`config.mk`:
```
export PLATFORM = sky130hd
export DESIGN_NAME = json_string_escape
export DESIGN_NICKNAME = d
export VERILOG_FILES = /design/src/hw/rtl/jse_pkg.sv /design/src/hw/rtl/jse_front.sv /design/src/hw/rtl/jse_queue.sv /design/src/hw/rtl/jse_back.sv /design/src/hw/rtl/json_string_escape.sv
export SDC_FILE = /design/constraint.sdc
export NUM_CORES = 1
export LEC_CHECK = 0
export ABC_CLOCK_PERIOD_IN_PS = 7300
export BUFFER_PORTS_ARGS = -buffer_cell sky130_fd_sc_hd__buf_4
export CORE_MARGIN = 8
export CORE_UTILIZATION = 63
export CTS_CLUSTER_DIAMETER = 50
export DETAILED_ROUTE_END_ITERATION = 8
export HOLD_SLACK_MARGIN = 0.15
export PLACE_DENSITY = 0.94
export SLEW_MARGIN = 0
export SYNTH_ARGS = -nofsm -noshare
export SYNTH_HDL_FRONTEND = slang
export SYNTH_SLANG_ARGS = --single-unit
```
`constraint.sdc`:
```
create_clock -name clock -period 7.3 [get_ports clock]
set_input_delay 0.365 -clock clock [delete_from_list [all_inputs] [get_ports clock]]
set_output_delay 0.365 -clock clock [all_outputs]
set_load 0.05 [all_outputs]
```
`src/hw/rtl/jse_pkg.sv`:
```
`timescale 1ns / 1ps
// jse_pkg: shared types, character constants and escape helpers for the json string escaper
// no dependencies; used by jse_front, jse_queue, jse_back and json_string_escape

package jse_pkg;

   // register index on the csr port (byte address 4 * index)
   localparam logic REG_OUT_CAPACITY = 1'b0;
   localparam logic [15:0] CAPACITY_RESET = 16'd256;

   // characters
   localparam logic [7:0] CHAR_NUL       = 8'h00;
   localparam logic [7:0] CHAR_TAB       = 8'h09;
   localparam logic [7:0] CHAR_LF        = 8'h0A;
   localparam logic [7:0] CHAR_CR        = 8'h0D;
   localparam logic [7:0] CHAR_QUOTE     = 8'h22;
   localparam logic [7:0] CHAR_BACKSLASH = 8'h5C;
   localparam logic [7:0] CHAR_ZERO      = 8'h30;
   localparam logic [7:0] CHAR_LOWER_A   = 8'h61;
   localparam logic [7:0] CHAR_LOWER_N   = 8'h6E;
   localparam logic [7:0] CHAR_LOWER_R   = 8'h72;
   localparam logic [7:0] CHAR_LOWER_T   = 8'h74;
   localparam logic [7:0] CHAR_LOWER_U   = 8'h75;
   localparam logic [7:0] CHAR_SPACE     = 8'h20;

   localparam logic [2:0] UNI_LEN = 3'd6;

   typedef enum logic [1:0] {
      KIND_PASS,
      KIND_ESC2,
      KIND_UNI,
      KIND_TERM
   } kind_type;

   // one classified request as it travels from front to back
   typedef struct packed {
      kind_type   kind;
      logic [7:0] ch;
      logic [2:0] len;
   } desc_type;

   // queue status seen by front and back
   typedef struct packed {
      logic full;
      logic empty;
   } qstat_type;

   function automatic logic [7:0] hex_char(input logic [3:0] d);
      logic [7:0] r;
      if (d < 4'd10) begin
         r = CHAR_ZERO + {4'd0, d};
      end else begin
         r = CHAR_LOWER_A + {4'd0, d} - 8'd10;
      end
      return r;
   endfunction

   // byte at position idx of the escaped form of a descriptor
   function automatic logic [7:0] seq_byte(input desc_type d, input logic [2:0] idx);
      logic [7:0] r;
      r = CHAR_NUL;
      case (d.kind)
         KIND_PASS: begin
            r = d.ch;
         end
         KIND_ESC2: begin
            r = (idx == 3'd0) ? CHAR_BACKSLASH : d.ch;
         end
         KIND_UNI: begin
            case (idx)
               3'd0: r = CHAR_BACKSLASH;
               3'd1: r = CHAR_LOWER_U;
               3'd2: r = CHAR_ZERO;
               3'd3: r = CHAR_ZERO;
               3'd4: r = hex_char(d.ch[7:4]);
               3'd5: r = hex_char(d.ch[3:0]);
               default: r = CHAR_NUL;
            endcase
         end
         KIND_TERM: begin
            r = CHAR_NUL;
         end
         default: r = CHAR_NUL;
      endcase
      return r;
   endfunction

endpackage

```
`src/hw/rtl/jse_front.sv`:
```
`timescale 1ns / 1ps
// jse_front: accepts requests, tracks the output count and classifies each byte
// depends on jse_pkg

module jse_front (
   input  logic               clock,
   input  logic               reset,
   input  logic               req_valid,
   output logic               req_ready,
   input  logic [7:0]         req_in_byte,
   input  logic [15:0]        capacity,
   input  jse_pkg::qstat_type qstat,
   output logic               push,
   output jse_pkg::desc_type  push_desc,
   output logic [15:0]        out_count
);

   logic [15:0] count_ff;
   logic [15:0] count_in;
   logic        accept;
   logic [15:0] limit;
   logic        room_left;
   logic [15:0] room;
   logic        is_term;

   assign req_ready = !qstat.full;
   assign accept    = req_valid && req_ready;
   assign is_term   = (req_in_byte == jse_pkg::CHAR_NUL);
   assign limit     = (capacity >= 16'd2) ? (capacity - 16'd2) : 16'd0;
   assign room_left = (count_ff < limit);
   // valid only while room_left holds; at least two then
   assign room      = capacity - 16'd1 - count_ff;

   always_comb begin
      push_desc.kind = jse_pkg::KIND_PASS;
      push_desc.ch   = req_in_byte;
      push_desc.len  = 3'd1;
      if (is_term) begin
         push_desc.kind = jse_pkg::KIND_TERM;
         push_desc.ch   = jse_pkg::CHAR_NUL;
      end else if (req_in_byte == jse_pkg::CHAR_QUOTE
                   || req_in_byte == jse_pkg::CHAR_BACKSLASH) begin
         push_desc.kind = jse_pkg::KIND_ESC2;
         push_desc.len  = 3'd2;
      end else if (req_in_byte == jse_pkg::CHAR_LF) begin
         push_desc.kind = jse_pkg::KIND_ESC2;
         push_desc.ch   = jse_pkg::CHAR_LOWER_N;
         push_desc.len  = 3'd2;
      end else if (req_in_byte == jse_pkg::CHAR_CR) begin
         push_desc.kind = jse_pkg::KIND_ESC2;
         push_desc.ch   = jse_pkg::CHAR_LOWER_R;
         push_desc.len  = 3'd2;
      end else if (req_in_byte == jse_pkg::CHAR_TAB) begin
         push_desc.kind = jse_pkg::KIND_ESC2;
         push_desc.ch   = jse_pkg::CHAR_LOWER_T;
         push_desc.len  = 3'd2;
      end else if (req_in_byte < jse_pkg::CHAR_SPACE) begin
         // truncated so the terminator still fits
         push_desc.kind = jse_pkg::KIND_UNI;
         push_desc.len  = (room < 16'd6) ? room[2:0] : jse_pkg::UNI_LEN;
      end
   end

   assign push = accept && (is_term || room_left);

   always_comb begin
      count_in = count_ff;
      if (accept) begin
         if (is_term) begin
            count_in = 16'd0;
         end else if (room_left) begin
            count_in = count_ff + {13'd0, push_desc.len};
         end
      end
   end

   always_ff @(posedge clock) begin
      if (reset) begin
         count_ff <= 16'd0;
      end else begin
         count_ff <= count_in;
      end
   end

   assign out_count = count_ff;

endmodule

```
`src/hw/rtl/jse_queue.sv`:
```
`timescale 1ns / 1ps
// jse_queue: short descriptor queue between front and back
// depends on jse_pkg

module jse_queue #(
   parameter int DEPTH = 4
) (
   input  logic               clock,
   input  logic               reset,
   input  logic               push,
   input  jse_pkg::desc_type  push_desc,
   input  logic               pop,
   output jse_pkg::desc_type  head_desc,
   output jse_pkg::qstat_type qstat
);

   localparam int PTR_W = (DEPTH > 1) ? $clog2(DEPTH) : 1;
   localparam int CNT_W = $clog2(DEPTH + 1);

   jse_pkg::desc_type  entry_ff [DEPTH];
   logic [PTR_W-1:0]   wr_ptr_ff;
   logic [PTR_W-1:0]   wr_ptr_in;
   logic [PTR_W-1:0]   rd_ptr_ff;
   logic [PTR_W-1:0]   rd_ptr_in;
   logic [CNT_W-1:0]   fill_ff;
   logic [CNT_W-1:0]   fill_in;

   function automatic logic [PTR_W-1:0] next_ptr(input logic [PTR_W-1:0] p);
      return (p == PTR_W'(DEPTH - 1)) ? '0 : p + 1'b1;
   endfunction

   assign qstat.full  = (fill_ff == CNT_W'(DEPTH));
   assign qstat.empty = (fill_ff == '0);
   assign head_desc   = entry_ff[rd_ptr_ff];

   always_comb begin
      wr_ptr_in = push ? next_ptr(wr_ptr_ff) : wr_ptr_ff;
      rd_ptr_in = pop ? next_ptr(rd_ptr_ff) : rd_ptr_ff;
      fill_in   = fill_ff;
      if (push && !pop) begin
         fill_in = fill_ff + 1'b1;
      end else if (pop && !push) begin
         fill_in = fill_ff - 1'b1;
      end
   end

   always_ff @(posedge clock) begin
      if (reset) begin
         wr_ptr_ff <= '0;
         rd_ptr_ff <= '0;
         fill_ff   <= '0;
      end else begin
         wr_ptr_ff <= wr_ptr_in;
         rd_ptr_ff <= rd_ptr_in;
         fill_ff   <= fill_in;
      end
   end

   always_ff @(posedge clock) begin
      if (push) begin
         entry_ff[wr_ptr_ff] <= push_desc;
      end
   end

endmodule

```
`src/hw/rtl/jse_back.sv`:
```
`timescale 1ns / 1ps
// jse_back: expands each descriptor into its escaped bytes, one per cycle while rsp_ready is high
// depends on jse_pkg

module jse_back (
   input  logic               clock,
   input  logic               reset,
   input  jse_pkg::desc_type  head_desc,
   input  jse_pkg::qstat_type qstat,
   output logic               pop,
   output logic               rsp_valid,
   input  logic               rsp_ready,
   output logic [7:0]         rsp_out_byte,
   output logic               rsp_last_of_run,
   output logic               rsp_end_of_string
);

   logic [2:0] idx_ff;
   logic [2:0] idx_in;
   logic       valid_ff;
   logic       valid_in;
   logic [7:0] byte_ff;
   logic [7:0] byte_in;
   logic       last_ff;
   logic       last_in;
   logic       eos_ff;
   logic       eos_in;
   logic       load;
   logic       at_last;

   assign load    = !qstat.empty && (!valid_ff || rsp_ready);
   assign at_last = (idx_ff == head_desc.len - 3'd1);
   assign pop     = load && at_last;

   always_comb begin
      idx_in   = idx_ff;
      valid_in = valid_ff && !rsp_ready;
      byte_in  = byte_ff;
      last_in  = last_ff;
      eos_in   = eos_ff;
      if (load) begin
         idx_in   = at_last ? 3'd0 : idx_ff + 3'd1;
         valid_in = 1'b1;
         byte_in  = jse_pkg::seq_byte(head_desc, idx_ff);
         last_in  = at_last;
         eos_in   = (head_desc.kind == jse_pkg::KIND_TERM);
      end
   end

   always_ff @(posedge clock) begin
      if (reset) begin
         idx_ff   <= 3'd0;
         valid_ff <= 1'b0;
      end else begin
         idx_ff   <= idx_in;
         valid_ff <= valid_in;
      end
   end

   always_ff @(posedge clock) begin
      byte_ff <= byte_in;
      last_ff <= last_in;
      eos_ff  <= eos_in;
   end

   assign rsp_valid         = valid_ff;
   assign rsp_out_byte      = byte_ff;
   assign rsp_last_of_run   = last_ff;
   assign rsp_end_of_string = eos_ff;

endmodule

```
`src/hw/rtl/json_string_escape.sv`:
```
`timescale 1ns / 1ps
// an accepted request, unless dropped, is queued first, and its first result then loads into the output register
// throughput: one request per cycle in while the queue has room; one result per cycle out
//   while rsp_ready is high, and a queued request expands to n escaped bytes (1 to 6)
// the back end's single output byte per cycle sets the sustained rate
// reset (synchronous, active high): capacity 256, output count 0, queue and output empty

module json_string_escape #(
   parameter int QUEUE_DEPTH = 4
) (
   input  logic        clock,
   input  logic        reset,
   // request channel
   input  logic        req_valid,
   output logic        req_ready,
   input  logic [7:0]  req_in_byte,
   // result channel
   output logic        rsp_valid,
   input  logic        rsp_ready,
   output logic [7:0]  rsp_out_byte,
   output logic        rsp_last_of_run,
   output logic        rsp_end_of_string,
   // csr port
   input  logic        psel,
   input  logic        penable,
   input  logic        pwrite,
   input  logic [2:0]  paddr,
   input  logic [31:0] pwdata,
   output logic [31:0] prdata,
   output logic        pready
);

   // capacity register and its write decode
   logic [15:0]        capacity_ff;
   logic [15:0]        capacity_in;
   logic               csr_write;
   logic               csr_hit;

   // front to queue
   logic               push;
   jse_pkg::desc_type  push_desc;
   logic [15:0]        out_count;

   // queue to back
   logic               pop;
   jse_pkg::desc_type  head_desc;
   jse_pkg::qstat_type qstat;

   // apb: always ready, write lands at the access phase
   assign pready    = 1'b1;
   assign csr_hit   = (paddr[2] == jse_pkg::REG_OUT_CAPACITY);
   assign csr_write = psel && penable && pwrite && pready;
   assign prdata    = csr_hit ? {16'd0, capacity_ff} : 32'd0;

   always_comb begin
      capacity_in = capacity_ff;
      if (csr_write && csr_hit) begin
         capacity_in = pwdata[15:0];
      end
   end

   always_ff @(posedge clock) begin
      if (reset) begin
         capacity_ff <= jse_pkg::CAPACITY_RESET;
      end else begin
         capacity_ff <= capacity_in;
      end
   end

   // front: count tracking, drop decision and classification
   jse_front u_front (
      .clock       (clock),
      .reset       (reset),
      .req_valid   (req_valid),
      .req_ready   (req_ready),
      .req_in_byte (req_in_byte),
      .capacity    (capacity_ff),
      .qstat       (qstat),
      .push        (push),
      .push_desc   (push_desc),
      .out_count   (out_count)
   );

   // short queue so front and back stall independently
   jse_queue #(
      .DEPTH (QUEUE_DEPTH)
   ) u_queue (
      .clock     (clock),
      .reset     (reset),
      .push      (push),
      .push_desc (push_desc),
      .pop       (pop),
      .head_desc (head_desc),
      .qstat     (qstat)
   );

   // back: byte sequencer with output register
   jse_back u_back (
      .clock             (clock),
      .reset             (reset),
      .head_desc         (head_desc),
      .qstat             (qstat),
      .pop               (pop),
      .rsp_valid         (rsp_valid),
      .rsp_ready         (rsp_ready),
      .rsp_out_byte      (rsp_out_byte),
      .rsp_last_of_run   (rsp_last_of_run),
      .rsp_end_of_string (rsp_end_of_string)
   );

   // a terminator is a lone zero byte that closes its run
   a_term_shape: assert property (@(posedge clock) disable iff (reset)
      rsp_valid && rsp_end_of_string |-> rsp_out_byte == 8'd0 && rsp_last_of_run)
      else $error("terminator result malformed");

   // escaped bytes are never zero
   a_no_zero_data: assert property (@(posedge clock) disable iff (reset)
      rsp_valid && !rsp_end_of_string |-> rsp_out_byte != 8'd0)
      else $error("zero byte inside string");

   // a zero request clears the output count
   a_term_clears: assert property (@(posedge clock) disable iff (reset)
      req_valid && req_ready && req_in_byte == 8'd0 |=> out_count == 16'd0)
      else $error("terminator did not clear count");

   // a new result only comes from a queued request
   a_rsp_from_queue: assert property (@(posedge clock) disable iff (reset)
      $rose(rsp_valid) |-> $past(!qstat.empty))
      else $error("result without queued request");

endmodule

```
Yosys cells after proc, flatten, opt, wreduce, memory -nomap -nowiden. Memories as Yosys holds them, arrays and structs flattened. A register that Yosys moved wholly into a read port is not among the register bits. Cells that the tools add are included.

Add/sub/neg operators: 16. Order comparisons: 6. Equality and inequality tests: 17. Muxes and demuxes: 32. Bitwise logic cells: 1. Reduce and logical (&&, ||, !) cells: 27.

Operators by type and width (number): $mux W16 (4); $mux W8 (5); $pmux W8 S5 (1); $pmux W8 S4 (1); $mux W13 (2); $eq A8 B4 Y1 const B (3); $mux W3 (8); $add A16 B3 Y16 (1); $add A7 B4 Y8 const A (2); $ge A16 B2 Y1 const B (1); $lt A16 B16 Y1 (1); $lt A16 B3 Y1 const B (1); $sub A16 B1 Y16 const B (1); $sub A16 B16 Y16 (1); $sub A16 B2 Y16 const B (1); $sub A8 B4 Y8 const B (2); $add A6 B4 Y7 const A (2); $mux W2 (7); $logic_and A1 B1 Y1 (10); $mux W10 (1); $eq A3 B3 Y1 const B (3); $eq A2 B2 Y1 const B (4); $eq A8 B6 Y1 const B (1); $eq A8 B7 Y1 const B (1); other kinds (19) (35).

Register bits after elaboration: 53. Memory bits (writable): 52. Input bits: 50. Output and inout port bits: 45. Word-level logic and storage cells: 110. Memories: 1.

Memories: u_queue.entry_ff (depth 4, bits a word 13, rd ports 1, clocked after Yosys merged registers in 1, write ports 1, RTL line jse_queue.sv:20) `jse_pkg::desc_type entry_ff [DEPTH];`.

Longest topological paths before layout. Gate-level depths: netlist (run 1).

Word-level depth: 13. Depth in mapped cells: 20. Mapped depth without buffers: 19.

By module. From an unflattened synthesis (run 1), not the netlist that was laid out.

Cell total of the unflattened synthesis: 693. Area total of the unflattened synthesis: 7015.5 um2.

Modules (own cells, without submodules): jse_front (times used 1, cells each 364, area each 2633.8 um2, sequential area each 320.3 um2); jse_queue (times used 1, cells each 111, area each 2322.2 um2, sequential area each 1741.7 um2); jse_back (times used 1, cells each 112, area each 1077.3 um2, sequential area each 380.4 um2); json_string_escape (times used 1, cells each 106, area each 982.2 um2, sequential area each 320.3 um2).

Worst setup path before layout (run 1). OpenSTA, ideal clock, no wires.

Path type: register -> register. Start: reg capacity_ff[4]. End: reg u_queue.fill_ff[2]. Setup time: 70 ps. Arrival: 4384 ps. Data required time: 7230 ps. Setup slack: 2846 ps. Cell stages (with the launch flop): 20. Buffers on the path: 1. Clock period less this slack: 4454 ps. Cells stage by stage: dfxtp_1 -> nor4_1 -> nand2_1 -> or4_1 -> nor4_1 -> xor2_1 -> nand2_1 -> ha_1 -> a21o_1 -> a21o_1 -> a211oi_1 -> nand2_1 -> o211ai_4 -> buf_2 -> ha_1 -> inv_1 -> fa_1 -> xor2_1 -> or3_1 -> a21oi_1.

Longest elaborated chain between the ends: 8. Elaborated cells on any way between the ends: 11. Those cells by class: add/sub (1); order compare (2); mux (2); reduce/logical (6).

RTL lines: start: declaration (RTL line json_string_escape.sv:34) `logic [15:0] capacity_ff;`; start signal: assignment (RTL line json_string_escape.sv:64) `capacity_ff <= jse_pkg::CAPACITY_RESET;`; start signal: assignment (RTL line json_string_escape.sv:66) `capacity_ff <= capacity_in;`; $sub A16 B2 Y16 or $ge A16 B2 Y1 (tied branches) (RTL line jse_front.sv:29) `assign limit = (capacity >= 16'd2) ? (capacity - 16'd2) : 16'd0;`; $mux W16 * (RTL line jse_front.sv:29); $lt A16 B16 Y1 * (RTL line jse_front.sv:30) `assign room_left = (count_ff < limit);`; $logic_or A1 B1 Y1 * (RTL line jse_front.sv:64) `assign push = accept && (is_term || room_left);`; $logic_and A1 B1 Y1 * (RTL line jse_front.sv:64); via push (RTL line json_string_escape.sv:40) `logic push;`; $logic_not A1 Y1 (RTL line jse_queue.sv:42) `end else if (pop && !push) begin`; $logic_and A1 B1 Y1 (RTL line jse_queue.sv:42); $reduce_bool A2 Y1 (no line); end signal: assignment (RTL line jse_queue.sv:55) `fill_ff <= fill_in;`; end: declaration (RTL line jse_queue.sv:25) `logic [CNT_W-1:0] fill_ff;`.

The timed path passes the listed nets; every way through them passes the cells marked *. A chain may end at the register's enable or synchronous reset.

Worst setup path in the final report (run 1).
Start: reg capacity_ff[4]. End: reg u_queue.fill_ff[2].

Longest elaborated chain between the ends: 8. Elaborated cells on any way between the ends: 11. Those cells by class: add/sub (1); order compare (2); mux (2); reduce/logical (6).

RTL lines (RTL line): $sub A16 B2 Y16 or $ge A16 B2 Y1 (tied branches) (jse_front.sv:29); $mux W16 * (jse_front.sv:29); $lt A16 B16 Y1 * (jse_front.sv:30); $logic_or A1 B1 Y1 * (jse_front.sv:64); $logic_and A1 B1 Y1 * (jse_front.sv:64); $logic_not A1 Y1 (jse_queue.sv:42); $logic_and A1 B1 Y1 (jse_queue.sv:42); $reduce_bool A2 Y1 (no line).

Mark *: on every way between the ends. The rest lies on a longest branch, timed or not.

==> results of run 1 <==
## sequential cells by signal, indices dropped and copies added, names as in the netlist, named ones only
signal                    flops
u_back.rsp_last_of_run        1
u_queue.rd_ptr_ff             2
u_queue.fill_ff               3
u_back.idx_ff                 3
u_back.rsp_end_of_string      1
capacity_ff                  16
u_front.out_count            16
u_queue.wr_ptr_ff             2
u_back.rsp_out_byte           8
u_queue.entry_ff             52
u_back.rsp_valid              1
## routing by layer
layer	up-vias	global-route usage (%)	wire length [um]
met5	-	0	0
met4	0	8.77	444
met3	41	5.00	899
met2	198	40.7	8430
met1	2547	24.1	5970
li1	2516	-	-
## worst min-delay path: cells and delay by family
kind / cells / cell delay, ns
buf+inv: 1 / 0.08
simple gates: 2 / 0.11
## cells by family (layout without fill, tap and decap cells)
logic type | after synthesis | in the layout | share of synthesized area (%)
adder cells (fa/ha/maj) | 49 | 49 | 9.56
other | 2 | 17 | 0.113
multiplexers | 17 | 17 | 5.03
AND/OR/NAND/NOR | 270 | 270 | 20.7
buffers and inverters | 76 | 111 | 5.53
flip-flops | 107 | 107 | 41.6
AO/OA/AOI/OAI | 118 | 118 | 11.9
XOR/XNOR | 43 | 43 | 5.67
## cell type report
class	instances	area share, %
inverters	35	1.80
flip-flops and latches	107	37.9
repair buffers	60	6.18
well taps	136	2.34
clock inverters	4	0.704
clock buffers	12	1.99
multi-input cells	514	49.0
## how the worst max path moves through the flow
stage | startpoint | endpoint | slack [ns] | cells past startpoint
3_5_place_dp | capacity_ff[4] | u_queue.fill_ff[2] | 2.10 | 18
2_1_floorplan | capacity_ff[4] | u_queue.fill_ff[2] | 2.85 | 19
5_1_grt | capacity_ff[4] | u_queue.fill_ff[2] | 1.61 | 18
4_1_cts | capacity_ff[4] | u_queue.fill_ff[2] | 1.98 | 18
3_3_place_gp | capacity_ff[4] | u_queue.fill_ff[2] | 2.28 | 18
6_report | capacity_ff[4] | u_queue.fill_ff[2] | 1.94 | 18
## placed cells by master, fill, tap and decap left out, drive strengths merged, types with 4 or more instances in the layout
cell | synthesis | layout
a211oi | 8 | 8
a21o | 11 | 11
a21oi | 45 | 45
and2 | 10 | 10
buf | 27 | 60
clkbuf | 14 | 12
conb | 2 | 17
dfxtp | 45 | 45
edfxtp | 62 | 62
ha | 46 | 46
inv | 35 | 35
mux4 | 13 | 13
nand2 | 83 | 83
nand2b | 11 | 11
nand3 | 13 | 13
nand3b | 5 | 5
nand4 | 12 | 12
nor2 | 57 | 57
nor2b | 21 | 21
nor3 | 17 | 17
nor3b | 6 | 6
nor4 | 10 | 10
o211ai | 4 | 4
o21ai | 16 | 16
o22ai | 5 | 5
or3 | 5 | 5
or4 | 4 | 4
xnor2 | 24 | 24
xor2 | 19 | 19
## per-stage QoR
step           instance area [sq um]  total power [uW]  hold slack, ns  utilization (%)  worst slack (ns)
6_report                        7280              1990           0.195             70.9              1.94
5_1_grt                         7280              2090           0.203             70.9              1.61
4_1_cts                         7280              2000           0.188             70.9              1.98
3_5_place_dp                    7090              1630           0.460             69.0              2.10
3_3_place_gp                    7090              1590           0.455             69.0              2.28
2_1_floorplan                   6700              1440           0.466                -              2.85
## power by group through the flow
stage	Clock, uW	Combinational [uW]	Sequential [uW]
after floorplan	0	511	927
after global placement	0	746	841
after detailed placement	0	782	850
after CTS	367	790	838
after global routing	386	858	849
final	364	795	836
==> results.py, run 1 <==
metrics = {
    "status": {
        "status": "finished clean",
    },
    "timing": {
        "fin_crit_ns": 5.36,
        "slew_headroom_pct": 41.7,
        "fmax_mhz": 186,
        "report.final.slew_viol_count": 0,
        "rsz0062_at_grt": "no",
        "tightest_slew_ns": 0.873,
        "fin_crit_sh_pct": 73.5,
        "setup_viol_count_final": 0,
        "final.setup_skew_ns": 0.0102,
        "setup-tns-final_ns": 0,
        "hold_viol_final": 0,
    },
    "setup_path": {
        "r2r_start": "capacity_ff[4]",
        "cp_max_fo": 22,
        "end_kind": "register",
        "cpPeakStageDelay_ns": 0.58,
        "r2r_end": "u_queue.fill_ff[2]",
        "critPathMostFrequentCell": "nand2_1",
        "rrSetupSlack_ns": 1.94,
        "crit_type": "reg -> reg",
        "path_cells": "nor4_1, nand2_1, or4_1, nor4_1, xor2_1, nand2_1, ha_1, a21o_1, a21o_1, a211oi_1, nand2_1, o211ai_4, ha_1, inv_1, fa_1, xor2_1, or3_1, a21oi_1",
        "cp.buffers_inverters": 1,
        "arrival_ns": 5.68,
        "cp_slowest_cell": "o211ai_4",
        "rr_worst_depth": 18,
        "startpoint_type": "register",
        "crit_family": "simple AND/OR/NAND/NOR gates",
        "crit_required_ns": 7.62,
    },
    "cts": {
        "htreeDepth": 3,
        "insertion_delay_ns": 0.38,
        "clk_pin_slew_worst_paths_ns": 0.09,
        "cts_hold_buf": 0,
        "cts.sinks": 107,
        "post-cts-setup-buffers": 0,
        "numCtsBuffers": 9,
        "root_buffer": "clkbuf_8",
        "cts_tree": "yes",
        "clock_tree.buffer_depth": 2,
        "cts_resized": 0,
    },
    "die": {
        "core_area_sq_um": 10300,
        "dieArea_sq_um": 14100,
        "die_h_um": 119,
        "boundaryPins": 95,
        "die_x_um": 119,
        "start_util_pct": 64.7,
        "rows": 37,
    },
    "power": {
        "combPwrFrac_pct": 39.8,
        "p_sw_share_pct": 38.2,
        "p_leak_uw": 0.00292,
        "clockPowerShare_pct": 18.2,
        "power_density_nw_per_um2": 274,
        "internal_power_uw": 1230,
        "peakVddDrop_uv": 231,
        "p_sw_uw": 761,
        "p_seq_share_pct": 41.9,
    },
    "detailed_routing": {
        "via_per_inst": 6.11,
        "wire_per_inst_um": 18.1,
        "drt_iter0_drc": 506,
        "ant_nets": 0,
        "drt-pass1-iter-count": 5,
        "vias": 5302,
        "drc": 0,
        "wl_mm": 15.7,
    },
    "global_routing": {
        "track_usage_pct": 22.1,
        "antenna_found_initial": 0,
        "grt_max_degree": 29,
        "grt_pass1_wl_mm": 25.6,
        "grt_pass1_vias": 5306,
        "grt_overflow": 0,
    },
    "min_path": {
        "hold_path_startpoint": "pwdata[8]",
        "hp-class": "in -> reg",
        "hold_end": "capacity_ff[8]",
        "holdPathStages": 3,
    },
    "placement": {
        "dp_cells": 852,
        "dpl.hpwl_mm": 11.9,
        "numPortBuffers": 59,
        "gp_congestion": 0.921,
    },
    "synthesis": {
        "synth_area_leaders": "edfxtp_1, dfxtp_1, ha_1",
        "yosysUniqueCellTypes": 72,
        "ys.warnings.count": 0,
        "yosysTopAreaCellShare_pct": 28.0,
        "synth-edff-count": 62,
        "synthTopCellsByCount": "nand2_1, edfxtp_1, nor2_1",
        "yosysTopAreaCell": "edfxtp_1",
        "synth_area_per_cell_sq_um": 9.75,
        "ys_ff_latch": 107,
        "yosysMostFrequentCell": "nand2_1",
        "ys_seq_area_share_pct": 41.6,
        "async_flop_share_pct": 0,
        "synth_area_sq_um": 6650,
        "synthFlopType": "edfxtp_1",
        "netlist_instances": 682,
    },
    "final_layout": {
        "num-fill-cells": 709,
        "drive_gt1_share_pct": 13.8,
        "syn2layout_area_growth_pct": 9.58,
        "fin_cells": 868,
        "regArea_sq_um": 2760,
        "insertedDiodeCount": 0,
        "multi_input_area_sq_um": 3570,
        "layout.nets": 826,
    },
    "job": {
        "max_cap_viol_count": 0,
    },
}
Note: power is estimated with default switching activity, not from simulation.
==> inputs of run 2 (changes only) <==
Settings changed: ABC_AREA set to 1, ABC_CLOCK_PERIOD_IN_PS 7300 to 4800, CORE_UTILIZATION 63 to 53, PLACE_DENSITY 0.94 to 0.84.
Clock period 7.3 ns to 4.8 ns, I/O delays scaled along.
==> results.py, run 2 <==
metrics = {
    "timing": {
        "final.setup_skew_ns": 0.0103,
        "whs_ns": 0.159,
        "tightest_slew_ns": 0.915,
        "report.final.slew_viol_count": 0,
        "setup-tns-final_ns": 0,
        "fin_crit_sh_pct": 91.4,
        "rsz0062_at_grt": "no",
        "hold_viol_final": 0,
        "setup_viol_count_final": 0,
        "slew_headroom_pct": 38.7,
        "fin_crit_ns": 4.39,
        "fmax_mhz": 228,
    },
    "global_routing": {
        "antenna_found_initial": 0,
        "grt_pass1_wl_mm": 27.3,
        "met3_usage_pct": 4.44,
        "track_usage_pct": 18.6,
        "grt_overflow": 0,
        "grt_pass1_vias": 6111,
        "grt_use_met1_pct": 19.9,
        "grt_max_degree": 31,
        "busiest_layer": "met2",
        "grt_use_met2_pct": 33.7,
    },
    "die": {
        "rows": 43,
        "boundaryPins": 95,
        "start_util_pct": 53.5,
        "dieArea_sq_um": 17900,
        "die_x_um": 134,
        "core_area_sq_um": 13700,
        "die_h_um": 134,
    },
    "setup_path": {
        "path_cells": "inv_2, ha_1, inv_1, nor3_2, nand3_1, nor3_2, nand3_1, nor3_1, xor2_1, nand2_1, ha_1, a21oi_1, o211ai_1, nor2_2, nand2_8, nand2_8, ha_1, inv_1, fa_1, a21oi_1, o21ai_0, o21ai_0, a21oi_1",
        "end_kind": "register",
        "startpoint_type": "register",
        "crit_family": "simple AND/OR/NAND/NOR gates",
        "cp_max_fo": 18,
        "cp.buffers_inverters": 3,
        "crit_type": "reg -> reg",
        "arrival_ns": 4.63,
        "cp_slowest_cell": "nor2_2",
        "cpPeakStageDelay_ns": 0.37,
        "crit_required_ns": 5.05,
    },
    "detailed_routing": {
        "wire_per_inst_um": 13.5,
        "wl_mm": 16.5,
        "drc": 0,
        "drt-pass1-iter-count": 7,
        "vias": 6416,
        "drt_iter0_drc": 359,
        "via_per_inst": 5.26,
        "ant_nets": 0,
    },
    "synthesis": {
        "synth-edff-count": 62,
        "ys_ff_latch": 107,
        "ys.warnings.count": 0,
        "yosysMostFrequentCell": "nand2_1",
        "synth_area_leaders": "edfxtp_1, dfxtp_1, nand2_1",
        "synth_area_sq_um": 7340,
        "yosysUniqueCellTypes": 50,
        "synthFlopType": "edfxtp_1",
        "ys_seq_area_share_pct": 37.6,
        "async_flop_share_pct": 0,
        "netlist_instances": 980,
        "synthTopCellsByCount": "nand2_1, inv_1, nor2_1",
        "yosysTopAreaCell": "edfxtp_1",
        "synth_area_per_cell_sq_um": 7.49,
        "yosysTopAreaCellShare_pct": 25.4,
    },
    "cts": {
        "root_buffer": "clkbuf_16",
        "htreeDepth": 3,
        "clk_pin_slew_worst_paths_ns": 0.07,
        "cts_tree": "yes",
        "cts.sinks": 107,
        "post-cts-setup-buffers": 0,
        "numCtsBuffers": 9,
        "clock_tree.buffer_depth": 2,
        "insertion_delay_ns": 0.36,
    },
    "placement": {
        "numPortBuffers": 59,
        "gp_congestion": 0.926,
        "dpl.hpwl_mm": 12.9,
    },
    "power": {
        "power_density_nw_per_um2": 412,
        "power_uw": 3380,
        "peakVddDrop_uv": 216,
        "p_leak_uw": 0.00383,
    },
    "final_layout": {
        "drive_gt1_share_pct": 12.1,
        "regMostFlops": "u_queue.entry_ff",
        "syn2layout_area_growth_pct": 11.5,
        "most-common-layout-cells": "nand2_1, inv_1, nor2_1",
        "final_util_pct": 59.7,
        "largest_reg_flops": 52,
        "layout.nets": 1134,
        "insertedDiodeCount": 0,
        "layout_commonest_cell": "nand2_1",
    },
    "job": {
        "max_cap_viol_count": 0,
    },
    "status": {
        "status": "finished clean",
    },
    "min_path": {
        "hp-class": "in -> reg",
    },
}
## run 2: changes by cell type in the layout (fill, tap and decap cells not counted), sizes merged, moves of 9 or more
cell / before / now
nand2: 83 / 241
inv: 35 / 140
nand3: 13 / 78
nor2: 57 / 117
o21ai: 16 / 57
xnor2: 24 / 2
nor2b: 21 / 0
mux4: 13 / 0
a21oi: 45 / 57
nand2b: 11 / 0
a21o: 11 / 2
## run 2: path summary, 6_finish.rpt
kind	from	end	slack (ns)	depth (start not counted)
worst max-delay path	capacity_ff[1]	u_queue.fill_ff[2]	0.41	23
worst min-delay path	pwdata[2]	capacity_ff[2]	0.16	3
worst max register to register	capacity_ff[1]	u_queue.fill_ff[2]	0.41	23
worst min register to register	u_queue.fill_ff[2]	u_queue.fill_ff[2]	0.50	2
## run 2: per-layer routing
layer  share of wire [%]  wire (um)
met5                   0          0
met3                 5.6        928
met2                  49       8150
met1                  42       6930
met4                 3.1        513
## run 2: worst min-delay path: stages
cell and delay, ns:
buf_4 0.07, o21ai_0 0.07, a21oi_1 0.10
## run 2: layout make-up
type                            count  area (sq um)
Clock buffer                        9           225
Clock inverter                      7          66.3
Fill cell                        1224          5530
Inverter                          137           514
Multi-Input combinational cell    712          3880
Sequential cell                   107          2760
Tap cell                          180           225
Timing Repair Buffer               68           518
## run 2: power by group
| group | total, uW | switching (uW) | internal, uW | leakage [uW] |
|---|---|---|---|---|
| Combinational | 1420 | 975 | 442 | 0.00274 |
| Sequential | 1250 | 94.3 | 1150 | 0.000944 |
| Clock | 711 | 348 | 364 | 0.000143 |
| Total | 3380 | 1420 | 1960 | 0.00383 |
## run 2: timing repair
item / CTS / global route
gates resized for setup: 0 / 0
hold buffers: 3 / 0
endpoints found under the hold margin: 6 / 0
## run 2: cells by family (layout without fill, tap and decap cells)
group | count (synthesis) | in the layout | share of synthesized area [%]
simple gates | 490 | 490 | 30.3
buf+inv | 176 | 221 | 10.4
compound gates | 135 | 135 | 10.5
flops | 107 | 107 | 37.6
fa+ha+maj | 49 | 49 | 8.66
xor+xnor | 21 | 21 | 2.50
other cells | 2 | 17 | 0.102
## run 2: per-stage QoR
step                      area [sq um]  setup slack, ns  std cells
after floorplan                   7400            0.900        995
final                             8190            0.414       1220
after global routing              8190           0.0124       1220
after global placement            7870            0.481       1201
after CTS                         8190            0.387       1220
after detailed placement          7870            0.424       1201
